File: config.mk
export PLATFORM = sky130hd
export DESIGN_NAME = ir_pulse_distance_decoder_top
export DESIGN_NICKNAME = d
export VERILOG_FILES = /design/src/rtl/core/ipd_pkg.sv /design/src/rtl/core/ir_pulse_distance_decoder_top.sv /design/src/rtl/core/ipd_fifo.sv /design/src/rtl/core/ipd_front.sv /design/src/rtl/core/ipd_back.sv
export SDC_FILE = /design/constraint.sdc
export NUM_CORES = 1
export LEC_CHECK = 0
export BUFFER_PORTS_ARGS = -buffer_cell sky130_fd_sc_hd__buf_2
export CAP_MARGIN = 20
export CORE_ASPECT_RATIO = 0.6
export CORE_UTILIZATION = 58
export DETAILED_ROUTE_END_ITERATION = 8
export GPL_TIMING_DRIVEN = 0
export PLACE_DENSITY_LB_ADDON = 0.3
export SLEW_MARGIN = 10
export SYNTH_ARGS = -nofsm -noshare
export SYNTH_HDL_FRONTEND = slang
export SYNTH_SLANG_ARGS = --single-unit
export TNS_END_PERCENT = 10
File: constraint.sdc
create_clock -name clk -period 5.91 [get_ports clk]
set_clock_uncertainty 0.05 [all_clocks]
set_input_delay 1.182 -clock clk [delete_from_list [all_inputs] [get_ports clk]]
set_output_delay 1.182 -clock clk [all_outputs]
set_load 0.01 [all_outputs]
File: src/rtl/core/ipd_pkg.sv
// Package for the infrared pulse-distance decoder: codes, constants and the
// item types passed between the front end, the queues and the decoder core.
// No dependencies.
`default_nettype none

package ipd_pkg;

  localparam int unsigned THRESH_W    = 13;
  localparam int unsigned COUNT_W     = 16;
  localparam int unsigned SCALE_SHIFT = 3;
  localparam int unsigned BYTE_W      = 8;
  localparam int unsigned INDEX_W     = 5;
  localparam int unsigned EDGE_W      = 8;

  localparam logic [THRESH_W-1:0] THRESHOLD_RESET = 13'd1000;

  localparam int unsigned CMD_DEPTH = 2;
  localparam int unsigned RES_DEPTH = 2;

  localparam logic OP_EDGE  = 1'b0;
  localparam logic OP_CLEAR = 1'b1;

  typedef struct packed {
    logic is_clear;
    logic one_bit;
  } cmd_t;

  typedef struct packed {
    logic               byte_valid;
    logic [BYTE_W-1:0]  byte_value;
    logic [INDEX_W-1:0] byte_index;
    logic [EDGE_W-1:0]  edge_count;
  } result_t;

endpackage

`default_nettype wire

File: src/rtl/core/ir_pulse_distance_decoder_top.sv
// Infrared pulse-distance decoder, top level. Depends on ipd_pkg, ipd_front,
// ipd_fifo and ipd_back.
// Throughput: one item per cycle, set by the decoder core step, while neither
// queue stalls. An accepted item is registered in the command queue, then its
// result in the result queue, and sits on the out_ ports; stalls add delay.
// Reset: synchronous, active low; threshold returns to 1000, decoder disarmed,
// counters and both queues emptied. No clearing pass.
`default_nettype none

module ir_pulse_distance_decoder_top #(
  parameter int unsigned CMD_DEPTH = ipd_pkg::CMD_DEPTH,
  parameter int unsigned RES_DEPTH = ipd_pkg::RES_DEPTH
) (
  input  wire logic                         clk,
  input  wire logic                         rst_n,
  // configuration
  input  wire logic                         cfg_wr_en,
  input  wire logic [ipd_pkg::THRESH_W-1:0] cfg_wr_data,
  // input channel
  input  wire logic                         in_push,
  output logic                              in_full,
  input  wire logic                         in_op,
  input  wire logic [ipd_pkg::COUNT_W-1:0]  in_capture_count,
  // result channel
  output logic                              out_empty,
  input  wire logic                         out_pop,
  output logic                              out_byte_valid,
  output logic [ipd_pkg::BYTE_W-1:0]        out_byte_value,
  output logic [ipd_pkg::INDEX_W-1:0]       out_byte_index,
  output logic [ipd_pkg::EDGE_W-1:0]        out_edge_count
);

  import ipd_pkg::*;

  localparam int unsigned CMD_W = $bits(cmd_t);
  localparam int unsigned RES_W = $bits(result_t);

  cmd_t             front_cmd;
  cmd_t             core_cmd;
  logic [CMD_W-1:0] core_cmd_bits;
  logic             cmd_empty;
  logic             core_take;
  result_t          core_res;
  logic             res_full;
  logic [RES_W-1:0] out_bits;
  result_t          out_res;

  // Classify the item and read the threshold in the same cycle it is accepted.
  ipd_front u_front (
    .clk              (clk),
    .rst_n            (rst_n),
    .cfg_wr_en        (cfg_wr_en),
    .cfg_wr_data      (cfg_wr_data),
    .in_op            (in_op),
    .in_capture_count (in_capture_count),
    .cmd              (front_cmd)
  );

  // Decouple the front end from the decoder core.
  ipd_fifo #(
    .WIDTH (CMD_W),
    .DEPTH (CMD_DEPTH)
  ) u_cmd_q (
    .clk       (clk),
    .rst_n     (rst_n),
    .push      (in_push),
    .push_data (front_cmd),
    .full      (in_full),
    .pop       (core_take),
    .pop_data  (core_cmd_bits),
    .empty     (cmd_empty)
  );

  assign core_cmd = cmd_t'(core_cmd_bits);

  // Advance decoder state only when the result queue has room.
  ipd_back u_back (
    .clk       (clk),
    .rst_n     (rst_n),
    .cmd_valid (!cmd_empty),
    .cmd       (core_cmd),
    .res_ready (!res_full),
    .take      (core_take),
    .res       (core_res)
  );

  // Hold finished items until the consumer pops them.
  ipd_fifo #(
    .WIDTH (RES_W),
    .DEPTH (RES_DEPTH)
  ) u_res_q (
    .clk       (clk),
    .rst_n     (rst_n),
    .push      (core_take),
    .push_data (core_res),
    .full      (res_full),
    .pop       (out_pop),
    .pop_data  (out_bits),
    .empty     (out_empty)
  );

  assign out_res        = result_t'(out_bits);
  assign out_byte_valid = out_res.byte_valid;
  assign out_byte_value = out_res.byte_value;
  assign out_byte_index = out_res.byte_index;
  assign out_edge_count = out_res.edge_count;

endmodule

`default_nettype wire

File: src/rtl/core/ipd_fifo.sv
// Small register queue with first-word-fall-through output.
// Generic; depends on nothing.
`default_nettype none

module ipd_fifo #(
  parameter int unsigned WIDTH = 8,
  parameter int unsigned DEPTH = 2
) (
  input  wire logic             clk,
  input  wire logic             rst_n,
  input  wire logic             push,
  input  wire logic [WIDTH-1:0] push_data,
  output logic                  full,
  input  wire logic             pop,
  output logic [WIDTH-1:0]      pop_data,
  output logic                  empty
);

  localparam int unsigned PTR_W = (DEPTH > 1) ? $clog2(DEPTH) : 1;
  localparam int unsigned CNT_W = $clog2(DEPTH + 1);
  localparam logic [PTR_W-1:0] LAST_PTR = PTR_W'(DEPTH - 1);
  localparam logic [CNT_W-1:0] FULL_CNT = CNT_W'(DEPTH);

  logic [WIDTH-1:0] mem_r [DEPTH];
  logic [PTR_W-1:0] wr_ptr_r, wr_ptr_nxt;
  logic [PTR_W-1:0] rd_ptr_r, rd_ptr_nxt;
  logic [CNT_W-1:0] count_r, count_nxt;
  logic             do_push, do_pop;

  assign full     = (count_r == FULL_CNT);
  assign empty    = (count_r == '0);
  assign do_push  = push && !full;
  assign do_pop   = pop && !empty;
  assign pop_data = mem_r[rd_ptr_r];

  always_comb begin
    wr_ptr_nxt = wr_ptr_r;
    rd_ptr_nxt = rd_ptr_r;
    count_nxt  = count_r;
    if (do_push) begin
      wr_ptr_nxt = (wr_ptr_r == LAST_PTR) ? '0 : wr_ptr_r + PTR_W'(1);
    end
    if (do_pop) begin
      rd_ptr_nxt = (rd_ptr_r == LAST_PTR) ? '0 : rd_ptr_r + PTR_W'(1);
    end
    if (do_push && !do_pop) begin
      count_nxt = count_r + CNT_W'(1);
    end else if (do_pop && !do_push) begin
      count_nxt = count_r - CNT_W'(1);
    end
  end

  always_ff @(posedge clk) begin
    if (!rst_n) begin
      wr_ptr_r <= '0;
      rd_ptr_r <= '0;
      count_r  <= '0;
    end else begin
      wr_ptr_r <= wr_ptr_nxt;
      rd_ptr_r <= rd_ptr_nxt;
      count_r  <= count_nxt;
    end
  end

  always_ff @(posedge clk) begin
    if (do_push) begin
      mem_r[wr_ptr_r] <= push_data;
    end
  end

endmodule

`default_nettype wire

File: src/rtl/core/ipd_front.sv
// Front end: holds the threshold register, scales each capture count and
// classifies the item into a decoder command. Depends on ipd_pkg.
`default_nettype none

module ipd_front (
  input  wire logic                           clk,
  input  wire logic                           rst_n,
  input  wire logic                           cfg_wr_en,
  input  wire logic [ipd_pkg::THRESH_W-1:0]   cfg_wr_data,
  input  wire logic                           in_op,
  input  wire logic [ipd_pkg::COUNT_W-1:0]    in_capture_count,
  output ipd_pkg::cmd_t                       cmd
);

  import ipd_pkg::*;

  logic [THRESH_W-1:0] threshold_r;
  logic [THRESH_W-1:0] scaled;

  always_ff @(posedge clk) begin
    if (!rst_n) begin
      threshold_r <= THRESHOLD_RESET;
    end else if (cfg_wr_en) begin
      threshold_r <= cfg_wr_data;
    end
  end

  // Divide by eight: drop the low bits.
  assign scaled = in_capture_count[COUNT_W-1:SCALE_SHIFT];

  assign cmd.is_clear = (in_op == OP_CLEAR);
  assign cmd.one_bit  = (scaled > threshold_r);

endmodule

`default_nettype wire

File: src/rtl/core/ipd_back.sv
// Decoder core: edge counter, bit position and byte packing, one command per
// cycle while the result queue has room. Depends on ipd_pkg.
`default_nettype none

module ipd_back (
  input  wire logic          clk,
  input  wire logic          rst_n,
  input  wire logic          cmd_valid,
  input  wire ipd_pkg::cmd_t cmd,
  input  wire logic          res_ready,
  output logic               take,
  output ipd_pkg::result_t   res
);

  import ipd_pkg::*;

  logic              armed_r, armed_nxt;
  logic [EDGE_W-1:0] edges_r, edges_nxt;
  logic [EDGE_W-1:0] bitpos_r, bitpos_nxt;
  logic [BYTE_W-1:0] pack_r, pack_nxt;
  logic [BYTE_W-1:0] merged;
  logic              data_edge;

  assign take      = cmd_valid && res_ready;
  // Odd edge from 3 upward carries a data bit.
  assign data_edge = edges_r[0] && (edges_r[EDGE_W-1:1] != '0);
  assign merged    = pack_r | (BYTE_W'(cmd.one_bit) << bitpos_r[2:0]);

  always_comb begin
    armed_nxt  = armed_r;
    edges_nxt  = edges_r;
    bitpos_nxt = bitpos_r;
    pack_nxt   = pack_r;
    res        = '0;
    if (cmd.is_clear) begin
      edges_nxt  = '0;
      bitpos_nxt = '0;
      pack_nxt   = '0;
    end else if (!armed_r) begin
      armed_nxt = 1'b1;
    end else begin
      if (data_edge) begin
        pack_nxt = merged;
        if (bitpos_r[2:0] == 3'd7) begin
          res.byte_valid = 1'b1;
          res.byte_value = merged;
          res.byte_index = bitpos_r[EDGE_W-1:3];
          pack_nxt       = '0;
        end
        bitpos_nxt = bitpos_r + EDGE_W'(1);
      end
      edges_nxt = edges_r + EDGE_W'(1);
    end
    res.edge_count = edges_nxt;
  end

  always_ff @(posedge clk) begin
    if (!rst_n) begin
      armed_r  <= 1'b0;
      edges_r  <= '0;
      bitpos_r <= '0;
      pack_r   <= '0;
    end else if (take) begin
      armed_r  <= armed_nxt;
      edges_r  <= edges_nxt;
      bitpos_r <= bitpos_nxt;
      pack_r   <= pack_nxt;
    end
  end

endmodule

`default_nettype wire

==> results.sh <==
export IMPL_status="complete, no violations"
export IMPL_synth_top_area_share_pct=32.10
export IMPL_fmax_ghz=0.3306
export IMPL_start_util_pct=60.79
export IMPL_yosys_area_top_type="edfxtp_1"
export IMPL_final_instance_count_excl_fill=579
export IMPL_postRouteAntennaNets=0
export IMPL_track_usage_pct=24.78
export IMPL_grt_pass1_vias=3112
export IMPL_ctsResizeCount=0
export IMPL_first_pass_iters=5
export IMPL_synthCells=402
export IMPL_pwr_share_comb_pct=31.5
export IMPL_die_h_um=70.16
export IMPL_fillerInstances=580
export IMPL_cts_tree="done"
export IMPL_dp_slack_ps=3213
export IMPL_finalCriticalPeriod_ps=3025
export IMPL_cpPeakStageDelay_ps=500
export IMPL_place_hpwl_mm=6.632
export IMPL_worstPathArrival_ps=1790
export IMPL_worstPathRequired_ps=4680
export IMPL_hold_class="reg2reg"
export IMPL_ys_ff_latch=96
export IMPL_p_leak_nw=2.032
export IMPL_fin_ws_ps=2885
export IMPL_clock_latency_ps=340
export IMPL_place_congestion=0.8536
export IMPL_rsz0062_at_grt="false"
export IMPL_setup_violations=0
export IMPL_crit_path_end_kind="primary output"
export IMPL_antenna_found_initial=0
export IMPL_drive_gt1_share_pct=25.26
export IMPL_regArea_um2=2402
export IMPL_async_flop_share_pct=0
export IMPL_yosysUniqueCellTypes=48
export IMPL_port_buffers=54
export IMPL_finalInstanceArea_um2=5194
export IMPL_coreArea_um2=7387
export IMPL_diodes=0
export IMPL_drv_cap=0
export IMPL_syn_to_final_growth_pct=15.66
export IMPL_grt_overflow=0
export IMPL_synth_warnings=0
export IMPL_core_rowCount=24
export IMPL_ys_top_cells_by_area="edfxtp_1 (32%), dfxtp_1 (21%), mux2_2 (5.8%), ha_1 (5.0%), a21oi_1 (2.8%)"
export IMPL_numCtsBuffers=9
export IMPL_grt_pass1_wl_mm=14.99
export IMPL_cts_htree_levels=3
export IMPL_seqPwrFrac_pct=43.7
export IMPL_irDropWorstVdd_mv=0.2757
export IMPL_syn_area_um2=4491
export IMPL_wl_mm=9.099
export IMPL_syn_nets=455
export IMPL_fin_util_pct=70.31
export IMPL_final_net_count=523
export IMPL_pwr_share_clk_pct=24.8
export IMPL_power_internal_mw=1.409
export IMPL_drc=0
export IMPL_vias=3244
export IMPL_clk_path_buf_depth=2
export IMPL_die_w_um=115.6
export IMPL_yosysSeqAreaShare_pct=53.50
export IMPL_clkSinkCount=96
export IMPL_swShare_pct=32.43
export IMPL_relSlewSlack_pct=53.01
export IMPL_avgSynthCellArea_um2=11.17
export IMPL_root_buffer="clkbuf_16"
export IMPL_dpl_cell_area_um2=4908
export IMPL_finalCritPeriodShare_pct=51.18
export IMPL_postCtsSetupRepairBufs=0
export IMPL_drtIter0Drc=283
export IMPL_slowest_stage="buf_1"
export IMPL_multi_input_area_um2=1899
export IMPL_p_switching_mw=0.6760
export IMPL_hold_viol_final=0
export IMPL_synth_ff_type="edfxtp_1"
export IMPL_wire_per_inst_um=15.72
export IMPL_finalSetupTns_ps=0
export IMPL_dieArea_um2=8110
export IMPL_synth_edf_count=48
export IMPL_vias_per_cell=5.603
export IMPL_power_density_nw_per_um2=401.4
export IMPL_grt_max_degree=23
export IMPL_slew_viol_final=0
export IMPL_cp_max_fo=10
export IMPL_clk_pin_slew_ps=60
export IMPL_path_class="reg2out"
export IMPL_cts_hold_buf=0
export IMPL_cp_start_kind="flop"
export IMPL_crit_path_cell_trace="buf_1 > mux2_2 > buf_2"
export IMPL_worst_pin_slew_ps=704.1
export IMPL_dp_cells=561
export IMPL_io_pins=59
## power by group through the flow
stage	logic, mW	registers (mW)	clock network (mW)
floorplan	0.433	0.912	0
global placement	0.613	0.921	0
detailed placement	0.646	0.926	0
CTS	0.653	0.913	0.527
global route	0.719	0.925	0.552
finish	0.656	0.911	0.517
## area by class of cell
type | instances | share of cell area, %
buffer | 20 | 1.735
inverter | 27 | 1.951
timing repair buffer | 57 | 5.878
tap | 104 | 2.505
sequential | 96 | 46.25
multi-input combinational | 259 | 36.57
clock inverter | 6 | 0.6986
clock buffer | 10 | 4.409
## sequential cells by signal, indices dropped and copies added (netlist names), 2 cells and up, named ones only
name and cells:
u_back.bitpos_r 8, u_back.edges_r 8, u_back.pack_r 8, u_cmd_q.count_r 2, u_cmd_q.mem_r 4, u_front.threshold_r 13, u_res_q.count_r 2, u_res_q.mem_r 44
## stage by stage
stage / power [mW] / hold WS (ps)
floorplan: 1.345 / 375.8
global placement: 1.534 / 383.7
detailed placement: 1.572 / 393.8
CTS: 2.093 / 403.4
global route: 2.196 / 417.9
finish: 2.085 / 399.5
## layer usage
layer	GRT usage [%]	vias up	wire length [um]
met5	0	-	0
met1	34.50	1519	4387
li1	-	1605	-
met3	7.639	15	668
met2	36.39	105	3904
met4	8.947	0	138
## synthesized netlist by cell type (all sizes together) (7+ instances only)
library cell  number
a21oi             25
buf               11
clkbuf             9
dfxtp             48
edfxtp            48
ha                18
inv               27
mux2              23
mux2i             10
nand2             28
nand3             12
nand4              8
nor2              29
o211ai            22
o21a               8
o21ai              7
or3                7
xor2               8
## cell usage in the layout, fill, tap and decap left out, drive strengths merged, types with 2 or more instances in the layout
master    count
a21oi        25
a31oi         6
and2          5
and3          6
buf          68
clkbuf       19
clkinv        4
clkinvlp      2
dfxtp        48
edfxtp       48
ha           18
inv          27
mux2         23
mux2i        10
nand2        28
nand2b        2
nand3        12
nand4         8
nor2         29
nor3          2
nor4          2
nor4b         3
nor4bb        2
o211ai       22
o21a          8
o21ai         7
o32ai         3
or3           7
or4           6
xnor2         6
xor2          8
## path summary, 6_finish.rpt
kind	from	end	slack (ps)	cells past startpoint
worst max-delay path	flop	out_byte_index[4]	2890	3
worst min-delay path	u_back.pack_r[1]	u_back.pack_r[1]	400	2
worst max register to register	u_res_q.count_r[0]	u_res_q.count_r[1]	3460	7
worst min register to register	u_back.pack_r[1]	u_back.pack_r[1]	400	2
## logic make-up after synthesis
logic type / count (synthesis) / share of synthesized area (%)
and+or+nand+nor: 117 / 13.99
xor gates and xnor gates: 14 / 2.731
adders and majority gates: 18 / 5.015
muxes: 33 / 8.275
DFF: 96 / 53.50
AOI/OAI and AO/OA: 77 / 12.23
buffers and inverters: 47 / 4.263
## critical path: cells and delay by family (launching register included)
kind	cells	cell delay, ps
buffers and inverters	2	640
flip-flops	1	410
multiplexers	1	410
No activity file was read; power rests on OpenSTA's default activity.
